**src/shared_memory_double_stack_defines.svh**
```systemverilog
// Assertion macros shared by the shared-memory double stack RTL.
`ifndef SHARED_MEMORY_DOUBLE_STACK_DEFINES_SVH
`define SHARED_MEMORY_DOUBLE_STACK_DEFINES_SVH

// Checks a condition at every clock edge outside reset.
`define SMS_ASSERT(label, cond, msg) \
	label: assert property (@(posedge clk) disable iff (!arst_n) (cond)) else $error(msg);

// Checks that a trigger is followed by a condition in the next cycle.
`define SMS_ASSERT_NEXT(label, trig, cond, msg) \
	label: assert property (@(posedge clk) disable iff (!arst_n) (trig) |=> (cond)) else $error(msg);

`endif

```
**src/sms_pkg.sv**
```systemverilog
// Types and constants shared by the shared-memory double stack modules.
`default_nettype none

package sms_pkg;

	localparam int CAP_W   = 9;
	localparam int OPND_W  = 32;
	localparam int FOUND_W = 8;

	typedef enum logic [2:0] {
		CMD_PUSH_A = 3'd0,
		CMD_PUSH_B = 3'd1,
		CMD_POP_A  = 3'd2,
		CMD_POP_B  = 3'd3,
		CMD_PEEK_A = 3'd4,
		CMD_PEEK_B = 3'd5,
		CMD_CLEAR  = 3'd6,
		CMD_SEARCH = 3'd7
	} cmd_t;

	typedef enum logic [1:0] {
		STAT_OK       = 2'd0,
		STAT_FULL     = 2'd1,
		STAT_EMPTY    = 2'd2,
		STAT_NOTFOUND = 2'd3
	} status_t;

	typedef struct packed {
		logic             wr;
		logic [CAP_W-1:0] capacity;
	} cfg_t;

endpackage

`default_nettype wire

```
**src/sms_ctrl.sv**
```systemverilog
// Command sequencer: stack pointers, store access, search walk and clearing pass.
`default_nettype none
`include "shared_memory_double_stack_defines.svh"

module sms_ctrl #(
	parameter int STORE_DEPTH = 256,
	parameter int WORD_WIDTH  = 32,
	parameter int ADDR_W      = 8
) (
	input  wire logic                      clk,
	input  wire logic                      arst_n,
	input  wire logic                      start,
	input  wire sms_pkg::cmd_t             cmd,
	input  wire logic signed [31:0]        operand_value,
	input  wire sms_pkg::cfg_t             cfg,
	output logic                           mem_we,
	output logic        [ADDR_W-1:0]       mem_waddr,
	output logic        [WORD_WIDTH-1:0]   mem_wdata,
	output logic        [ADDR_W-1:0]       mem_raddr,
	input  wire logic   [WORD_WIDTH-1:0]   mem_rdata,
	output logic                           busy,
	output logic                           done,
	output logic        [1:0]              status,
	output logic signed [31:0]             result_value,
	output logic        [7:0]              found_index,
	output logic        [8:0]              count_a,
	output logic        [8:0]              count_b
);
	import sms_pkg::*;

	typedef enum logic [1:0] {
		S_CLR,
		S_IDLE,
		S_READ,
		S_SCAN
	} state_t;

	localparam logic [ADDR_W-1:0] CLR_LAST = ADDR_W'(STORE_DEPTH - 1);

	state_t                  state_q;
	logic [ADDR_W-1:0]       clr_q;
	logic [CAP_W-1:0]        depth_a_q;
	logic [CAP_W-1:0]        depth_b_q;
	logic [CAP_W-1:0]        idx_q;
	logic [WORD_WIDTH-1:0]   key_q;
	logic                    done_q;
	status_t                 status_q;
	logic [OPND_W-1:0]       result_q;
	logic [FOUND_W-1:0]      found_q;

	logic [CAP_W-1:0]        cap;
	logic [CAP_W:0]          depth_sum;
	logic [CAP_W:0]          idx_next;
	logic                    full;
	logic                    accept;
	logic                    push_ok;
	logic [WORD_WIDTH-1:0]   word;
	logic [CAP_W-1:0]        wr_idx;
	logic [CAP_W-1:0]        rd_idx;

	assign cap       = cfg.capacity;
	assign depth_sum = {1'b0, depth_a_q} + {1'b0, depth_b_q};
	assign full      = depth_sum >= {1'b0, cap};
	assign idx_next  = {1'b0, idx_q} + (CAP_W+1)'(1);
	assign accept    = start && (state_q == S_IDLE);
	assign push_ok   = accept && !full && (cmd == CMD_PUSH_A || cmd == CMD_PUSH_B);
	assign word      = WORD_WIDTH'($unsigned(operand_value));

	always_comb begin
		if (cmd == CMD_PUSH_B) begin
			wr_idx = cap - CAP_W'(1) - depth_b_q;
		end else begin
			wr_idx = depth_a_q;
		end
	end

	always_comb begin
		priority if (state_q == S_SCAN) begin
			rd_idx = idx_next[CAP_W-1:0];
		end else if (cmd == CMD_SEARCH) begin
			rd_idx = '0;
		end else if (cmd == CMD_POP_B || cmd == CMD_PEEK_B) begin
			rd_idx = cap - depth_b_q;
		end else begin
			rd_idx = depth_a_q - CAP_W'(1);
		end
	end

	always_comb begin
		if (state_q == S_CLR) begin
			mem_we    = 1'b1;
			mem_waddr = clr_q;
			mem_wdata = '0;
		end else begin
			mem_we    = push_ok;
			mem_waddr = ADDR_W'(wr_idx);
			mem_wdata = word;
		end
	end

	assign mem_raddr = ADDR_W'(rd_idx);

	always_ff @(posedge clk or negedge arst_n) begin
		if (!arst_n) begin
			state_q   <= S_CLR;
			clr_q     <= '0;
			depth_a_q <= '0;
			depth_b_q <= '0;
			idx_q     <= '0;
			key_q     <= '0;
			done_q    <= 1'b0;
			status_q  <= STAT_OK;
			result_q  <= '0;
			found_q   <= '0;
		end else begin
			done_q <= 1'b0;
			unique case (state_q)
				S_CLR: begin
					clr_q <= clr_q + ADDR_W'(1);
					if (clr_q == CLR_LAST) begin
						state_q <= S_IDLE;
					end
				end
				S_IDLE: begin
					if (start) begin
						done_q   <= 1'b1;
						status_q <= STAT_OK;
						result_q <= '0;
						found_q  <= '0;
						unique case (cmd)
							CMD_PUSH_A: begin
								if (full) begin
									status_q <= STAT_FULL;
								end else begin
									depth_a_q <= depth_a_q + CAP_W'(1);
								end
							end
							CMD_PUSH_B: begin
								if (full) begin
									status_q <= STAT_FULL;
								end else begin
									depth_b_q <= depth_b_q + CAP_W'(1);
								end
							end
							CMD_POP_A, CMD_PEEK_A: begin
								if (depth_a_q == '0) begin
									status_q <= STAT_EMPTY;
								end else begin
									done_q  <= 1'b0;
									state_q <= S_READ;
									if (cmd == CMD_POP_A) begin
										depth_a_q <= depth_a_q - CAP_W'(1);
									end
								end
							end
							CMD_POP_B, CMD_PEEK_B: begin
								if (depth_b_q == '0) begin
									status_q <= STAT_EMPTY;
								end else begin
									done_q  <= 1'b0;
									state_q <= S_READ;
									if (cmd == CMD_POP_B) begin
										depth_b_q <= depth_b_q - CAP_W'(1);
									end
								end
							end
							CMD_CLEAR: begin
								depth_a_q <= '0;
								depth_b_q <= '0;
							end
							CMD_SEARCH: begin
								done_q  <= 1'b0;
								idx_q   <= '0;
								key_q   <= word;
								state_q <= S_SCAN;
							end
						endcase
					end
				end
				S_READ: begin
					done_q   <= 1'b1;
					result_q <= OPND_W'(mem_rdata);
					state_q  <= S_IDLE;
				end
				S_SCAN: begin
					priority if (mem_rdata == key_q) begin
						done_q   <= 1'b1;
						status_q <= STAT_OK;
						found_q  <= idx_q[FOUND_W-1:0];
						state_q  <= S_IDLE;
					end else if (idx_next >= {1'b0, cap}) begin
						done_q   <= 1'b1;
						status_q <= STAT_NOTFOUND;
						state_q  <= S_IDLE;
					end else begin
						idx_q <= idx_next[CAP_W-1:0];
					end
				end
			endcase
			if (cfg.wr) begin
				depth_a_q <= '0;
				depth_b_q <= '0;
			end
		end
	end

	assign busy         = (state_q != S_IDLE);
	assign done         = done_q;
	assign status       = status_q;
	assign result_value = result_q;
	assign found_index  = found_q;
	assign count_a      = depth_a_q;
	assign count_b      = depth_b_q;

	`SMS_ASSERT(a_depth_bound, depth_sum <= {1'b0, cap}, "Stack depths exceed the capacity.")
	`SMS_ASSERT(a_done_idle, !done_q || state_q == S_IDLE, "Result beat while the block is busy.")
	`SMS_ASSERT_NEXT(a_push_done, push_ok, done_q && status_q == STAT_OK, "Push gave no result.")
	`SMS_ASSERT_NEXT(a_clr_exit, state_q == S_CLR && clr_q == CLR_LAST, state_q == S_IDLE, "Clearing pass overran.")

endmodule

`default_nettype wire

```
**config.mk**
```make
export PLATFORM = sky130hd
export DESIGN_NAME = sms_ctrl
export DESIGN_NICKNAME = d
export VERILOG_FILES = /design/src/sms_pkg.sv /design/src/sms_ctrl.sv
export VERILOG_INCLUDE_DIRS = /design/src /design/src/src
export SDC_FILE = /design/constraint.sdc
export NUM_CORES = 1
export LEC_CHECK = 0
export BUFFER_PORTS_ARGS = -buffer_cell sky130_fd_sc_hd__clkbuf_2
export CAP_MARGIN = 30
export CORE_MARGIN = 4
export CORE_UTILIZATION = 50
export DETAILED_ROUTE_END_ITERATION = 16
export HOLD_SLACK_MARGIN = 0.05
export PLACE_DENSITY_LB_ADDON = 0.25
export SYNTH_ARGS = -nofsm -noshare
export SYNTH_HDL_FRONTEND = slang
export SYNTH_SLANG_ARGS = --single-unit
```
**constraint.sdc**
```tcl
create_clock -name clk -period 5.2 [get_ports clk]
set_input_delay 0.26 -clock clk [delete_from_list [all_inputs] [get_ports clk]]
set_output_delay 0.26 -clock clk [all_outputs]
set_load 0.005 [all_outputs]
```
==> key figures <==
Outcome
  – Outcome: complete, no violations

Worst setup path
  – Type of the worst setup path: reg2out
  – Crit. End Element: output port
  – Startpoint types: flip-flop
  – Crit path max fanout: 9
  – Arrival time of the worst setup path: between 4000 and 5000 ps
  – FF-to-FF setup slack: 920 ps
  – Critical Path RT: between 4000 and 5000 ps

Floorplan
  – Core Region: about 15000 um2
  – Initial Util: 0.509
  – Area of the die: between 15000 and 20000 um2
  – I/O pin cnt: 191
  – Die W: approximately 130 um
  – FP Rows: 45
  – Die H: around 130 um

Route
  – Vias: ~7100
  – Routed wire per std cell: ~18 um
  – Initial DRT Pass Iterations: 5
  – Drt via density: about 5.6
  – Met3 wire length: between 1500 and 2000 um
  – Antenna Nets Post-Route: 0
  – Final WL: ~23000 um
  – DR WL met2: roughly 11000 um
  – M1 WL: around 9900 um
  – Highest routed metal layer: met4
  – Initial DRC Count: roughly 520
  – DRC Markers: 0

GRT
  – Global-route wire length before repair: 36500 um
  – Initial antenna violation count: 0
  – Largest net degree at the start of global routing: between 50 and 60
  – GRT overflow: 0
  – Vias in the first global route: slightly below 7000
  – Gr usage total: 0.258

Clock tree
  – CTS Root Cell: clkbuf_16
  – CTS buffer count: 9
  – Clock H-tree levels: 3
  – CTS max path bufs: 2
  – CTS sink count: ~110
  – CTS tree: yes
  – Clock Latency Late Sink: between 300 and 400 ps
  – Post CTS Setup Buffer Count: 0
  – Clock transition at the registers of the reported paths: around 90 ps

Synthesis
  – Ys async rst share: 1.00
  – Yosys warnings: 0
  – Post-Syn Nets: 1049
  – Post-Synthesis Cell Area: slightly below 8000 um2
  – Post-synth EDFFs: 0
  – Prevailing post-synth register cell: dfrtp_1
  – Post-synthesis register bit count: about 110
  – Seq/Total Area, Yosys: 0.363
  – Syn Area/Cell: approximately 8.4 um2
  – Synth cell types: 81
  – Synth Instances: 919

Flow run
  – Max Cap Viol: 0

STA
  – Fmax: roughly 230 MHz
  – Final hold violation count: 0
  – Final clock period utilization by the worst path: 0.832
  – Worst Max-Slew Pin Slew: 947 ps
  – RSZ-0062 raised after global routing: no
  – Setup TNS: 0 ps
  – Final Setup Violations: 0
  – Final min period: approximately 4300 ps
  – Slew headroom: 0.367
  – Slew Viols, Final: 0
  – Skew final: ~12 ps

Finish
  – Diodes inserted: 0
  – Layout cells sized above 1: 0.234
  – Fin util: 0.595
  – Area delta synth->final: 17.1%
  – Fin nets: 1213

Placement
  – Number of port buffers: 190
  – HPWL Detailed: 17600 um
  – Placer Congestion: ~0.9

Power
  – VDD IR max: ~0.23 mV
  – Ratio of total power to cell area: ~430 nW/um2
  – Static Leakage: 4.56 nW

Min path
  – Worst Hold Class: in2reg
-- path summary, 6_finish.rpt --
check                      cells after the start               from              to
hold reg to reg                                2     found_index[0]  found_index[0]
hold / removal                                 3  operand_value[20]       key_q[20]
setup reg to reg                              15         count_a[0]      count_b[8]
setup / recovery                              14         count_a[0]          mem_we
max in group asynchronous                      3             arst_n       key_q[30]
min in group asynchronous                      2             arst_n        idx_q[6]
-- cell families after synthesis --
family	synth area share
xor+xnor	0.0885
compound gates	0.160
flops	0.363
buf+inv	0.0516
mux	0.0133
fa+ha+maj	0.0861
simple gates	0.238
-- worst max-delay path, cell delays in order, from the launching register on --
cell,delay (ps)
dfrtp_1,500
ha_1,300
fa_1,420
a21o_1,200
a21oi_1,220
nor2b_1,70
o21ai_0,220
a21oi_1,110
xor2_1,160
ha_1,290
a22o_1,190
nor4_2,380
nand3_1,190
o21ai_0,280
clkbuf_2,170
-- placed cells by master, fill, tap and decap left out, types with 3 or more instances in the layout --
cell type	count
buf_4	9
or2_2	7
inv_6	4
nand2b_1	3
xor2_1	50
or3_1	7
and2_1	35
a21o_1	6
o21a_1	4
a211oi_1	4
a22oi_1	3
nor3_1	7
a21oi_1	41
nor2_1	46
clkbuf_2	189
inv_1	35
fa_1	4
o21ai_0	76
o2bb2ai_1	4
o31ai_1	6
nor2_2	3
dfrtp_1	112
mux2i_1	8
clkbuf_16	9
ha_1	46
nand3_1	18
a311oi_2	5
xnor2_1	25
o21bai_1	6
a21oi_2	4
nor2b_1	9
o22ai_1	7
nand4_1	10
nand2_1	220
nor4_1	11
o22a_1	3
-- area by class of cell --
cell class                      count  area (um2)
Clock buffer                        9         225
Clock inverter                      7        92.6
Fill cell                        1417        6150
Inverter                           36         135
Multi-Input combinational cell    725        4540
Sequential cell                   112        2800
Tap cell                          188         235
Timing Repair Buffer              199        1020
-- synthesized netlist by cell type, drive strengths merged, types with 2 or more instances --
master | instances | area share
mux2 | 2 | 0.0029
nand2 | 222 | 0.11
and2 | 36 | 0.029
a311oi | 5 | 0.0097
a22oi | 3 | 0.0029
a21o | 6 | 0.0058
nand3 | 18 | 0.012
nand4 | 10 | 0.0081
inv | 36 | 0.017
nand2b | 6 | 0.0065
xnor2 | 25 | 0.028
nor2b | 10 | 0.0081
or3 | 8 | 0.0071
o211ai | 2 | 0.0019
a211oi | 4 | 0.0039
a21oi | 45 | 0.031
o22ai | 7 | 0.0057
o21a | 4 | 0.0039
o2bb2ai | 4 | 0.0045
o31ai | 6 | 0.0058
mux2i | 8 | 0.010
dfrtp | 112 | 0.36
a41oi | 2 | 0.0032
and3 | 3 | 0.0026
nor4 | 12 | 0.011
or2 | 8 | 0.0065
o21ai | 78 | 0.051
a21boi | 2 | 0.0019
fa | 4 | 0.010
ha | 46 | 0.074
xor2 | 51 | 0.060
a2111oi | 3 | 0.0058
nor3 | 9 | 0.0079
o22a | 3 | 0.0034
clkbuf | 30 | 0.015
buf | 15 | 0.018
nor2 | 50 | 0.026
a22o | 2 | 0.0023
o21bai | 6 | 0.0058
-- timing repair --
action                                 CTS  global route
gates resized for setup                  0             0
hold buffers                             1             0
endpoints found under the hold margin   56             0
-- per-stage QoR --
step	hold WS, ps	total power (W)	setup WS, ps	std cells	area [um2]
2_1_floorplan	-35.6	0.00244	1510	919	7730
4_1_cts	88.4	0.00390	902	1276	9050
5_1_grt	114	0.00417	553	1276	9050
3_5_place_dp	388	0.00313	982	1259	8720
3_3_place_gp	385	0.00309	1070	1258	8720
6_report	98.6	0.00387	876	1276	9050
-- sequential cells by signal, indices dropped and copies added (netlist names) --
register / count
key_q: 32
state_q: 2
count_b: 9
clr_q: 8
status: 2
result_value: 32
done: 1
found_index: 8
count_a: 9
idx_q: 9
-- report_power, final --
part	internal, W	switching [W]	total (W)	leakage, nW
Sequential	0.00119	0.000261	0.00145	1.48
Combinational	0.000699	0.000963	0.00166	2.92
Clock	0.000390	0.000371	0.000761	0.156
Total	0.00228	0.00160	0.00387	4.56
-- layer usage --
metal	GRT usage	up-vias
li1	-	3457
met1	0.352	3364
met2	0.426	283
met3	0.0431	41
met4	0.0739	0
met5	0	-
Power figures use the tool's default switching activity.
