<file path="src/shared_memory_double_stack_defines.svh">
// Assertion macros shared by the shared-memory double stack RTL.
`ifndef SHARED_MEMORY_DOUBLE_STACK_DEFINES_SVH
`define SHARED_MEMORY_DOUBLE_STACK_DEFINES_SVH

// Checks a condition at every clock edge outside reset.
`define SMS_ASSERT(label, cond, msg) \
	label: assert property (@(posedge clk) disable iff (!arst_n) (cond)) else $error(msg);

// Checks that a trigger is followed by a condition in the next cycle.
`define SMS_ASSERT_NEXT(label, trig, cond, msg) \
	label: assert property (@(posedge clk) disable iff (!arst_n) (trig) |=> (cond)) else $error(msg);

`endif

</file>
<file path="src/sms_pkg.sv">
// Types and constants shared by the shared-memory double stack modules.
`default_nettype none

package sms_pkg;

	localparam int CAP_W   = 9;
	localparam int OPND_W  = 32;
	localparam int FOUND_W = 8;

	typedef enum logic [2:0] {
		CMD_PUSH_A = 3'd0,
		CMD_PUSH_B = 3'd1,
		CMD_POP_A  = 3'd2,
		CMD_POP_B  = 3'd3,
		CMD_PEEK_A = 3'd4,
		CMD_PEEK_B = 3'd5,
		CMD_CLEAR  = 3'd6,
		CMD_SEARCH = 3'd7
	} cmd_t;

	typedef enum logic [1:0] {
		STAT_OK       = 2'd0,
		STAT_FULL     = 2'd1,
		STAT_EMPTY    = 2'd2,
		STAT_NOTFOUND = 2'd3
	} status_t;

	typedef struct packed {
		logic             wr;
		logic [CAP_W-1:0] capacity;
	} cfg_t;

endpackage

`default_nettype wire

</file>
<file path="src/sms_cfg.sv">
// APB register block holding the shared capacity register.
`default_nettype none

module sms_cfg #(
	parameter int STORE_DEPTH = 256
) (
	input  wire logic         clk,
	input  wire logic         arst_n,
	input  wire logic         psel,
	input  wire logic         penable,
	input  wire logic         pwrite,
	input  wire logic [1:0]   paddr,
	input  wire logic [31:0]  pwdata,
	output logic      [31:0]  prdata,
	output logic              pready,
	output sms_pkg::cfg_t     cfg
);
	import sms_pkg::*;

	localparam int CAP_LIM = (STORE_DEPTH < 511) ? STORE_DEPTH : 511;
	localparam int CAP_RST = (STORE_DEPTH < 256) ? STORE_DEPTH : 256;

	logic [CAP_W-1:0] cap_q;
	logic [CAP_W-1:0] wval;
	logic [CAP_W-1:0] wval_clamped;
	logic             wr;
	logic             unused_addr;

	assign wr          = psel & penable & pwrite;
	assign wval        = pwdata[CAP_W-1:0];
	assign unused_addr = ^paddr;

	always_comb begin
		priority if (wval == '0) begin
			wval_clamped = CAP_W'(1);
		end else if (wval > CAP_W'(CAP_LIM)) begin
			wval_clamped = CAP_W'(CAP_LIM);
		end else begin
			wval_clamped = wval;
		end
	end

	always_ff @(posedge clk or negedge arst_n) begin
		if (!arst_n) begin
			cap_q <= CAP_W'(CAP_RST);
		end else if (wr) begin
			cap_q <= wval_clamped;
		end
	end

	assign prdata       = 32'(cap_q) | 32'(unused_addr & 1'b0);
	assign pready       = 1'b1;
	assign cfg.wr       = wr;
	assign cfg.capacity = cap_q;

endmodule

`default_nettype wire

</file>
<file path="config.mk">
export PLATFORM = sky130hd
export DESIGN_NAME = sms_cfg
export DESIGN_NICKNAME = d
export VERILOG_FILES = /design/src/shared_memory_double_stack_defines.svh /design/src/sms_pkg.sv /design/src/sms_cfg.sv
export SDC_FILE = /design/constraint.sdc
export NUM_CORES = 1
export LEC_CHECK = 0
export ABC_AREA = 1
export BUFFER_PORTS_ARGS = -buffer_cell sky130_fd_sc_hd__buf_2
export CAP_MARGIN = 0
export CORE_UTILIZATION = 32
export CTS_CLUSTER_SIZE = 10
export DETAILED_ROUTE_END_ITERATION = 6
export GPL_TIMING_DRIVEN = 0
export PLACE_DENSITY = 0.78
export SLEW_MARGIN = 30
export SYNTH_ARGS = -nofsm -noshare
export SYNTH_HDL_FRONTEND = slang
export SYNTH_SLANG_ARGS = --single-unit
</file>
<file path="constraint.sdc">
create_clock -name clk -period 0.98 [get_ports clk]
set_clock_uncertainty 0.1 [all_clocks]
set_input_delay 0.196 -clock clk [delete_from_list [all_inputs] [get_ports clk]]
set_output_delay 0.196 -clock clk [all_outputs]
set_load 0.02 [all_outputs]
</file>
==> results of run 1 <==
## tightest hold or removal path, cell delays in order
cell	delay, ps
sky130_fd_sc_hd__buf_2	100
sky130_fd_sc_hd__nand2_1	50
sky130_fd_sc_hd__o21ai_1	60
## layout by cell type (no fill, tap or decap)
cell type,n
sky130_fd_sc_hd__clkbuf_4,3
sky130_fd_sc_hd__clkbuf_1,1
sky130_fd_sc_hd__buf_4,28
sky130_fd_sc_hd__o21ai_2,1
sky130_fd_sc_hd__nand2_1,23
sky130_fd_sc_hd__o21ai_0,2
sky130_fd_sc_hd__buf_2,15
sky130_fd_sc_hd__clkinv_2,1
sky130_fd_sc_hd__buf_6,27
sky130_fd_sc_hd__nor2_1,4
sky130_fd_sc_hd__nor2_2,2
sky130_fd_sc_hd__dlygate4sd3_1,1
sky130_fd_sc_hd__nand3_2,1
sky130_fd_sc_hd__dfrtp_1,8
sky130_fd_sc_hd__dfstp_2,1
sky130_fd_sc_hd__o21ai_1,5
sky130_fd_sc_hd__conb_1,24
sky130_fd_sc_hd__inv_1,1
## through the flow
stage	area (um^2)	hold WS [ps]	utilization [%]	setup slack (ps)	instances
global placement	945	-48.4	48.2	-265	167
floorplan	751	-200	-	-31.7	108
detailed placement	945	-47.1	48.2	-285	167
finish	1150	92.1	58.7	-327	175
CTS	1150	90.0	58.7	-325	175
global route	1150	106	58.7	-347	175
## cell families after synthesis
kind of cell	synth area share, %
buf+inv	40.3
simple gates	17.9
flops	34.1
compound gates	6.59
other cells	1.13
## power by group through the flow
stage	Combinational, mW	Sequential [mW]	Clock [mW]
6_report	0.754	0.484	0.299
5_1_grt	0.809	0.489	0.319
4_1_cts	0.739	0.481	0.292
3_5_place_dp	0.564	0.469	0
3_3_place_gp	0.558	0.465	0
2_1_floorplan	0.360	0.529	0
## how the worst max path moves through the flow
| stage | start | endpoint | slack, ps |
|---|---|---|---|
| after global routing | cap_q[8] | prdata[8] | -350 |
| after CTS | cap_q[8] | prdata[8] | -330 |
| after detailed placement | psel | cfg[9] | -280 |
| final | cap_q[8] | prdata[8] | -330 |
| after floorplan | cap_q[8] | prdata[8] | -30 |
| after global placement | psel | cfg[9] | -270 |
## repair_timing
action,in CTS,in global routing
hold endpoints to repair,9,0
buffers inserted,4,0
resized for setup,46,0
pin swaps,1,0
setup endpoints to repair,19,18
hold buffers,1,0
## layer usage
layer	wire length, um	GRT usage [%]	up-vias
met5	0	0	-
met4	12	10.6	0
met3	124	3.77	2
met2	879	28.2	41
met1	603	12.1	283
li1	-	-	330
## cell type report
class | instances | share of cell area, %
inverters | 2 | 0.760
flip-flops and latches | 9 | 19.7
clock buffers | 4 | 2.28
plain buffers | 34 | 24.9
repair buffers | 37 | 27.1
well taps | 27 | 2.93
multi-input cells | 62 | 22.4
==> run summary, run 1 <==
For the initial antenna violation count, the log shows 0. The most prevalent standard cell on the critical path is sky130_fd_sc_hd__buf_6. The register with the most flip-flops in the layout has 9 of them. In the synthesized netlist the dominant register cell turns out to be sky130_fd_sc_hd__dfrtp_1. The cell count along the critical path is 2, and the sequential fraction of the synthesis area is 34.1%.

The register bit count reported by yosys was 9; the fill cell instance count of the final layout was 177. From left edge to right edge, the die measures 47.6 um. Internal power comes to 979 uW. Number of CTS-inserted buffers: 3. Row count: 16. Of all cell types, the one taking the most synthesized area is sky130_fd_sc_hd__buf_4. The portion of total power attributed to the clock network is 19.4%. Combinational logic burns 49.1% of the power. After detailed routing, the average wire length per cell comes to 9.26 um. The run finished, with violations left.

The final routed DRC violation total is 0. The final layout contains 188 nets. In this design, the largest share of critical-path delay is due to flip-flops. The arrival time at the worst endpoint was 1010 ps; the initial core utilization was 33.9%. The run gives 0 as the total count of hold-check failures in the final report. In this run the deepest clock path goes through 2 buffers. The wire-length estimate of the detail-placed layout is 1.05 mm.

Timing would allow up to 0.765 GHz. In the final layout, flip-flops and latches occupy 226 um^2. The core region area was 1960 um^2.

The depth of the worst register-to-register path was 3; the maximum net fanout on the critical path was 3. Clock-pin slew was measured on the worst setup and hold paths at 70 ps. The worst hold path terminates at cap_q[3]. Setup repair after global routing could not meet its margin everywhere. For this design the static power due to leakage is 0.662 nW. The deepest level of the CTS H-tree came out at 1.

The worst hold path begins at pwdata[3]. The area growth from synthesis to layout was 73.4%; the power per cell area was 1330 nW/um^2. The average instance in the mapped netlist occupies 7.73 um^2. Entering global routing, the biggest net connects 11 pins.

Port buffering added 32 buffers. The logs give 570 for the number of global-route vias before repair and 31.5% for the share of power burned in registers. Summed over all nets, the switching power comes to 558 uW. Setup violations remaining at the end of the flow were counted as 18. The run gives 656 as the detailed-route via count. cap_q holds more flip-flops than any other register. The class of the tightest hold or removal check was input pin to flip-flop. By area the synthesized netlist is led by sky130_fd_sc_hd__buf_4 (38%), sky130_fd_sc_hd__dfrtp_1 (30%), sky130_fd_sc_hd__nand2_1 (13%).

For this run, asynchronously set or reset flops after synthesis account for 100%. The capturing point of the worst reg2reg path was cap_q[6]. STA classifies the critical path endpoint as an output port. The clock period minus worst slack works out to 1310 ps. The length of the first detailed-routing pass in iterations is 4. The clock latency of the later-clocked register in the worst-skew pair is 260 ps.

Power comes to 1.54 mW. Of the available clock period, the critical path in the final layout requires 133%. The number of cells on the worst hold path was 3. In this run the cell area of the synthesized design comes to 664 um^2.

The detailed-route wire length was 1.62 mm; the max-slew violation count was 0. The top-level port count was 82; the multi-input logic area was 258 um^2. The average via count per standard cell was 3.75.

The startpoint type of the worst setup path is a flip-flop. Of the total power, the share spent switching nets is 36.3%. The number of synthesis warnings was 0; the weighted congestion at the end of routability-driven global placement was 0.819. The share of layout cells above drive strength 1 is 53.4%, and the count of antenna diodes in the layout is 0. TritonCTS built the clock tree. The run gives 14.4% as the overall track demand over capacity in global routing. For this design, the sink count on the clock tree is 9. The cell at the slowest stage of the critical path is sky130_fd_sc_hd__dfstp_2. In this run the remaining antenna-violating nets after routing total 0. For the worst setup path, the data required time is 680 ps.

The tool flagged a number of max-cap violations equal to 0. The run gives 86 as the instance count of the mapped netlist. The run gives -327 ps as the post-layout worst setup margin.

The floorplan step defined a die boundary enclosing 2260 um^2. In this run the register-to-register setup slack is 60 ps. The detailed router finished its first iteration with 10 violations.

The number of different library cells in the post-synthesis netlist was 14. The wire length of the first global-routing pass is 2.20 mm. By count the netlist is led by sky130_fd_sc_hd__buf_4 (34), sky130_fd_sc_hd__nand2_1 (23), sky130_fd_sc_hd__dfrtp_1 (8). The largest single stage delay on the critical path is 560 ps.

In this run, synthesis inferred 0 flip-flops with an integrated enable. The checks that failed: negative setup slack. The largest registers in the layout are cap_q: 9 flops. Adding up every negative setup slack in the final design gives -3710 ps.

sky130_fd_sc_hd__buf_4 is the most common cell in the netlist. After synthesis, the largest area contributor takes up 38.4% of total cell area. By startpoint and endpoint, the worst setup path is classified as flip-flop to output port. The signal on the critical path passes through buf_6 > buf_6. The tree is rooted in a sky130_fd_sc_hd__clkbuf_4. The height of the die is 47.6 um. The worst vdd rail ir drop was 0.580 mV. Sum of buffers and inverters on the critical path: 2.

Summed over all layers, the global routing overflow is 0. The startpoint identified for the worst register-to-register timing path is cap_q[6].
Note: power is estimated with default switching activity, not from simulation.
==> run 2, diff against run 1 <==
- PLACE_DENSITY: 0.78 -> 0.9
==> run 2 against run 1 <==
  * The run still ends with negative setup slack left
  * Utilization is 1.7 points higher
  * First-iteration DRC count increased to 3.5 times the previous value
  * Combinational power increased by 5.8%
  * Non-clock buffer count grew 4
  * Setup slack got worse by 21 ps
  * Die area is the same
  * Register-to-register slack got worse by 50 ps
  * Count of clock-buffer cells in the layout stayed put
  * Via count up 8.2%
  * Critical path depth unchanged
  * Final cell count is 2.3% higher
  * Global-route usage increased by 2.8 points
  * Highest routed layer unchanged
==> run summary, run 2 (synthesis results as in run 1) <==
The signal on the critical path passes through buf_6 > buf_6. The floorplan has 16 rows. Setup repair after global routing could not meet its margin everywhere.

The run gives 0 as the initial antenna violation count. In this design, the stage delay of the slowest critical-path cell is 560 ps. Critical path's top delay family: flip-flops. Endpoint type of the worst setup path: an output port. The final route contains 710 vias. By startpoint and endpoint, the worst setup path is classified as flip-flop to output port. Buffers placed on the I/O ports in this run total 32.

The post-route netlist has 55.3% of its cells at a drive strength greater than 1. Excluding fillers, the count of instances in the completed layout stands at 179. The share of total power dissipated in the clock network is 19.3%. TritonCTS built the clock tree. Summed over all nets, the switching power comes to 595 uW. STA puts the critical path data arrival time at 1030 ps.

The run gives 82 as the top-level port count. Dividing total power by cell area gives a power density of 1350 nW/um^2. The checks that failed: negative setup slack. The number of global-route vias before repair is 588, and the sum of buffers and inverters on the critical path is 2. On the critical path, the stage with the largest delay is an instance of sky130_fd_sc_hd__dfstp_2.

The most common cell after layout, fill and taps aside was sky130_fd_sc_hd__buf_4. Timing would allow up to 0.753 GHz. Maximum net fanout on the critical path: 3. The internal power of the cells totals 1.00 mW. The maximum number of pins on one net before global-route repair was 11; the number of cells in the design after placement was 167.

The run gives 18 as the setup violation total in the final timing report. Once the floorplan was initialized, standard cells occupied 33.9% of the core. The logs give -348 ps for the post-layout worst setup margin and 0 for the max capacitance violation total. For the sum of negative setup slack, the log shows -4100 ps.

The most prevalent standard cell on the critical path was sky130_fd_sc_hd__buf_6. The floorplan step defined a core boundary enclosing 1960 um^2. Number of routed nets with antenna violations: 0. The total half-perimeter wirelength after legalization and detailed placement was 1.14 mm. The detailed-route wire length came out at 1.95 mm. The total count of hold-check failures in the final report was 0; the initial detailed-routing violation count was 35. Class of the tightest hold or removal check: input pin to flip-flop. The clock period minus worst slack was 1330 ps. The wire length of the first global-routing pass was 2.57 mm; the CTS sink count was 9. Summed over all cells, the static leakage comes to 0.684 nW.

Global routing finished with a remaining overflow of 0. The detailed-route wire length per cell came out at 10.9 um. The startpoint type of the worst setup path was a flip-flop.

In the finished design, the share of the clock period the worst path needs comes to 136%. In this run, flip-flops and latches consume 30.7% of the power. VDD sags by at most 0.646 mV. At the end of the flow, the number of nets in the layout was 192. The average via count per standard cell came out at 3.97. For this run, the detailed router's first-pass iteration total came to 4. For the total power consumption of the routed design, the log shows 1.60 mW. After clock tree synthesis, the clock-pin slew on the worst setup and hold paths is 70 ps. The clock passes through at most 2 buffers. The congestion estimate from routability-driven global placement came to 0.765. In the final layout, the registers with the most flip-flops are cap_q: 9 flops. The required time reported for the critical path endpoint was 680 ps; the width of the die was 47.6 um.

In the layout the commonest cells are sky130_fd_sc_hd__buf_4 (32), sky130_fd_sc_hd__buf_6 (27), sky130_fd_sc_hd__conb_1 (24), sky130_fd_sc_hd__nand2_1 (23), sky130_fd_sc_hd__buf_2 (15). The floorplan step defined a die boundary enclosing 2260 um^2. In the routed design, unresolved DRC markers number 0. The run finished, with violations left. Counting flops per register, the top entry is cap_q. Max-slew violation count: 0.

The switching part of the total was 37.3%; the number of CTS-inserted buffers was 3. Of the total power, combinational logic draws 50.0%. CTS placed an instance of sky130_fd_sc_hd__clkbuf_4 at the clock tree root. For the worst-skew pair, the clock arrives at the later sink with an insertion delay of 270 ps. The area growth from synthesis to layout is 78.5%. The deepest level of the CTS H-tree was 1; the worst setup slack after placement was -269 ps. Global routing consumed, over all layers together, 17.1% of the routing resources. The number of antenna diodes in the final layout is 0. The register with the most flip-flops in the layout has 9 of them. Measured along the y axis, the die boundary spans 47.6 um.
==> run 2: changes by cell type in the layout (fill, tap and decap cells not counted) <==
cell	delta
sky130_fd_sc_hd__buf_4	+4
sky130_fd_sc_hd__o21ai_2	+1
sky130_fd_sc_hd__o21ai_0	-1
==> run 2: cell type report <==
cell class / instances / area (um^2)
sequential: 9 / 226
multi-input combinational: 62 / 262
timing repair buffer: 41 / 343
fill: 159 / 776
tap: 27 / 33.8
buffer: 34 / 287
clock buffer: 4 / 26.3
inverter: 2 / 8.76
==> run 2: stage by stage <==
step / area, um^2 / hold slack, ps / utilization (%)
CTS: 1180 / 89.1 / 60.3
global route: 1190 / 111 / 60.5
floorplan: 751 / -200 / -
detailed placement: 945 / -53.6 / 48.2
global placement: 945 / -52.4 / 48.2
finish: 1190 / 101 / 60.5
==> run 2: worst register-to-register path, cell delays in order (launching register included) <==
cell and delay (ps):
sky130_fd_sc_hd__dfrtp_1 430, sky130_fd_sc_hd__buf_4 160, sky130_fd_sc_hd__nand2_1 90, sky130_fd_sc_hd__o21ai_2 70
==> run 2: what timing repair did <==
action                     CTS  global route
hold buffers                 1             0
hold endpoints to repair     9             0
resized for setup           46             2
setup endpoints to repair   19            20
pin swaps                    1             0
buffers inserted             8             0
cloned                       0             0
==> run 2: layer usage <==
metal	global-route usage (%)	vias to the layer above	wire length (um)
met5	0	-	0
met4	12.2	0	56
met3	2.64	8	193
met2	31.5	60	981
met1	17.5	306	721
li1	-	336	-
==> run 2: power groups by stage <==
stage / sequential [mW] / clock [mW] / combinational, mW
3_3_place_gp: 0.466 / 0 / 0.556
2_1_floorplan: 0.529 / 0 / 0.360
3_5_place_dp: 0.472 / 0 / 0.567
5_1_grt: 0.494 / 0.321 / 0.855
6_report: 0.491 / 0.308 / 0.798
4_1_cts: 0.481 / 0.293 / 0.768
==> run 2: worst paths after layout <==
kind                       startpoint        end  slack [ps]  cells after the start
max                          cap_q[8]  prdata[8]        -350                      2
min                         pwdata[2]   cap_q[2]         100                      3
max reg2reg                  cap_q[3]   cap_q[3]          10                      3
min reg2reg                  cap_q[8]   cap_q[8]         470                      2
max in group asynchronous      arst_n   cap_q[8]         320                      2
min in group asynchronous      arst_n   cap_q[6]         220                      2
==> run 3, diff against run 2 <==
- ABC_AREA: 1 -> not set
- REMOVE_ABC_BUFFERS: not set -> 1
==> run 3 against run 2 <==
  * The run still ends with negative setup slack left
  * Via count decreased by 31%
  * Fmax increased by 8.4%
  * Utilization decreased by 15 points
  * Global-route usage shrank 5.0 points
  * Clock power fell by 8.1%
==> run summary, run 3 <==
The max-slew violation count was 0. The weighted congestion at the end of routability-driven global placement is 0.690. Share of flip-flops with an asynchronous set or reset after synthesis: 100%.

The worst setup path is launched from a flip-flop. For this design, the sink count on the clock tree is 9. For the worst setup path, the data required time is 680 ps. The clock period minus worst slack works out to 1220 ps. The maximum net fanout on the critical path works out to 3. In the final routed layout, each cell accounts on average for 9.12 um.

The run gives 492 as the detailed-route via count. The sum of buffers and inverters on the critical path was 1. For the worst setup slack after placement, the log shows -149 ps. In the global route stage, met3 resource usage came out at 6.79%.

The initial antenna violation count was 0; the total grt overflow was 0. The number of routed nets with antenna violations was 0; the total half-perimeter wirelength after legalization and detailed placement was 887 um. The instance count of the mapped netlist was 75; the leakage power of the design was 0.478 nW. The total power consumption of the routed design was 1.36 mW; the number of I/O port buffers was 32.

The share of layout cells above drive strength 1 is 44.3%, and the arrival time at the worst endpoint is 930 ps. The first detailed-routing pass took 2 iterations. The register bit count reported by yosys is 9. For the number of synthesis warnings, the log shows 0.

The clock edge transition at the registers on the reported setup and hold paths is 60 ps. Among all flip-flop cells after synthesis, the most frequent one is sky130_fd_sc_hd__dfrtp_1. In this run the critical register-to-register path is launched from cap_q[1].

Among all stages on the critical path, the largest delay is contributed by sky130_fd_sc_hd__dfstp_2. The number of enable-type register cells in the synthesized netlist was 0; the post-synth design cell area was 664 um^2. Leaving out fill and tap cells, the most frequent cells in the layout are sky130_fd_sc_hd__conb_1 (24), sky130_fd_sc_hd__buf_6 (18), sky130_fd_sc_hd__buf_2 (14), sky130_fd_sc_hd__nand2_1 (8), sky130_fd_sc_hd__dfrtp_1 (8). Max-cap violations in this run came to 0. In the routed layout, each cell is associated on average with a via count of 3.70.

For the worst reg-to-reg setup slack, the log shows -10 ps. The post-layout worst setup margin was -245 ps; the top-level port count was 82. sky130_fd_sc_hd__buf_4 takes more of the synthesized area than any other cell. The tightest min-delay check is of the input pin to flip-flop type. Capturing point of the worst reg2reg path: cap_q[1]. The logs give 0 for the count of antenna diodes in the layout and 1 for the deepest level of the CTS H-tree.

The endpoint type of the worst setup path is an output port. The share of the Yosys chip area taken by registers is 34.1%. After layout, the worst path uses 125% of the clock period. The core region area is 1960 um^2.

The root cell of the clock tree was sky130_fd_sc_hd__clkbuf_4. The largest incremental delay on the critical path was 560 ps; the overall track demand over capacity in global routing was 12.1%. The number of global-route vias before repair came out at 436. The largest registers in the layout are cap_q: 9 flops. The final routed DRC violation total is 0, and the setup violation total in the final timing report is 19. The number of placed instances, taps included, is 121. The logs give 2 for the number of buffers on the longest clock path and 1.78 mm for the wire length of the first global-routing pass. The top cell type's share of synthesized area is 38.4%. The die covers 2260 um^2. Dividing the synthesized area by the synthesized cell count gives 8.86 um^2. The power per cell area came out at 1530 nW/um^2.

The most common cell after layout, fill and taps aside was sky130_fd_sc_hd__conb_1. The run finished, with violations left. The total count of hold-check failures in the final report was 0. After the flow finishes, the layout carries non-filler instances totaling 133. VDD sags by at most 0.636 mV. Critical path's top delay family: flip-flops. The met2 track demand over resource in global routing is 24.1%.

TritonCTS built the clock tree. In the synthesized netlist, the cells that appear most often are sky130_fd_sc_hd__buf_4 (34), sky130_fd_sc_hd__dfrtp_1 (8), sky130_fd_sc_hd__nand2_1 (8). Counting cells, the worst reg-to-reg path comes to 4. Timing would allow up to 0.816 GHz. Setup repair after global routing could not meet its margin everywhere. The number of different library cells in the post-synthesis netlist came out at 17.

Ranked by total cell area, the synthesized netlist is headed by sky130_fd_sc_hd__buf_4 (38%), sky130_fd_sc_hd__dfrtp_1 (30%), sky130_fd_sc_hd__nand2b_1 (5.6%). The critical path in this run is classified as flip-flop to output port. Summed over all layers, the routed wires come to 1.21 mm.

The register with the most flip-flops in the layout has 9 of them. In this run the core area contains 16 standard-cell rows. Register bank with the most flops: cap_q.

The number of cells on the worst hold path was 3. The checks that failed: negative setup slack. The initial core utilization came out at 33.9%. At the later pin of the worst-skew pair, clock insertion delay measures 250 ps. The maximum number of pins on one net before global-route repair was 18. The initial detailed-routing violation count is 9, and the width of the die is 47.6 um.

Height of the die: 47.6 um. Buffers inserted during clock tree synthesis total 3. Global routing consumed, on the met1 layer, 9.30% of the routing resources. Yosys instantiated no cell more often than sky130_fd_sc_hd__buf_4.

The launch instance of the worst min-delay path is pwdata[3]. The number of nets in the layout came out at 146. Most used routing layer in global routing: met2. The area growth from synthesis to layout is 33.9%. The tools report the end point of the most critical hold path as cap_q[3]. The critical path goes through buf_6.
[run 3: cell count changes in the layout (fill, tap and decap cells not counted), moves of 2 or more]
cell,before,now
sky130_fd_sc_hd__nand2b_1,0,6
sky130_fd_sc_hd__o21ai_2,2,0
sky130_fd_sc_hd__nor2_1,4,0
sky130_fd_sc_hd__o21ai_1,5,1
sky130_fd_sc_hd__o21ai_0,1,6
sky130_fd_sc_hd__nand2_1,23,8
sky130_fd_sc_hd__buf_4,32,7
sky130_fd_sc_hd__buf_6,27,18
sky130_fd_sc_hd__nor2_2,2,0
[run 3: worst max path at each step]
| stage | startpoint | end | cells past startpoint |
|---|---|---|---|
| 2_1_floorplan | cap_q[8] | cap_q[8] | 1 |
| 3_3_place_gp | pwrite | cfg[9] | 4 |
| 3_5_place_dp | pwrite | cfg[9] | 4 |
| 4_1_cts | cap_q[8] | prdata[8] | 1 |
| 5_1_grt | cap_q[8] | prdata[8] | 1 |
| 6_report | cap_q[8] | cfg[8] | 1 |
[run 3: cell families (layout without fill, tap and decap cells)]
| group | count (synthesis) | count (layout) | share of synthesized area [%] |
|---|---|---|---|
| AO/OA/AOI/OAI | 9 | 9 | 7.91 |
| flip-flops | 9 | 9 | 34.1 |
| buffers and inverters | 36 | 45 | 39.7 |
| AND/OR/NAND/NOR | 18 | 18 | 15.4 |
| other | 2 | 24 | 1.13 |
| multiplexers | 1 | 1 | 1.69 |
[run 3: stage by stage]
stage | area, um^2 | util, % | hold slack [ps] | TNS [ps]
3_3_place_gp | 681 | 34.7 | -54.0 | -330
5_1_grt | 890 | 45.3 | 94.4 | -3320
4_1_cts | 860 | 43.8 | 97.3 | -2750
2_1_floorplan | 487 | - | -200 | 0
3_5_place_dp | 681 | 34.7 | -42.7 | -746
6_report | 890 | 45.3 | 96.3 | -2570
[run 3: layout make-up]
cell class | count | area [um^2]
clock buffer | 4 | 26.3
fill | 198 | 1070
inverter | 1 | 3.75
multi-input combinational | 52 | 264
sequential | 9 | 226
tap | 27 | 33.8
timing repair buffer | 40 | 335
[run 3: timing repair]
item,in CTS,in global routing
gates resized for setup,35,2
setup buffers,4,3
hold buffers,1,0
hold endpoints to repair,9,0
pin swaps,1,0
setup endpoints to repair,19,18
[run 3: per-layer routing]
| metal | vias to the layer above | wire length, um |
|---|---|---|
| met5 | - | 0 |
| met4 | 0 | 0 |
| met3 | 0 | 110 |
| met2 | 34 | 672 |
| met1 | 219 | 430 |
| li1 | 239 | - |
[run 3: power breakdown]
part	leakage, nW	internal, mW	switching (mW)
clock network	0.0150	0.157	0.126
registers	0.116	0.428	0.0565
logic	0.348	0.276	0.317
[run 3: worst min-delay path: stages]
cell and delay, ps:
sky130_fd_sc_hd__buf_2 110, sky130_fd_sc_hd__nand2b_1 50, sky130_fd_sc_hd__o21ai_0 60
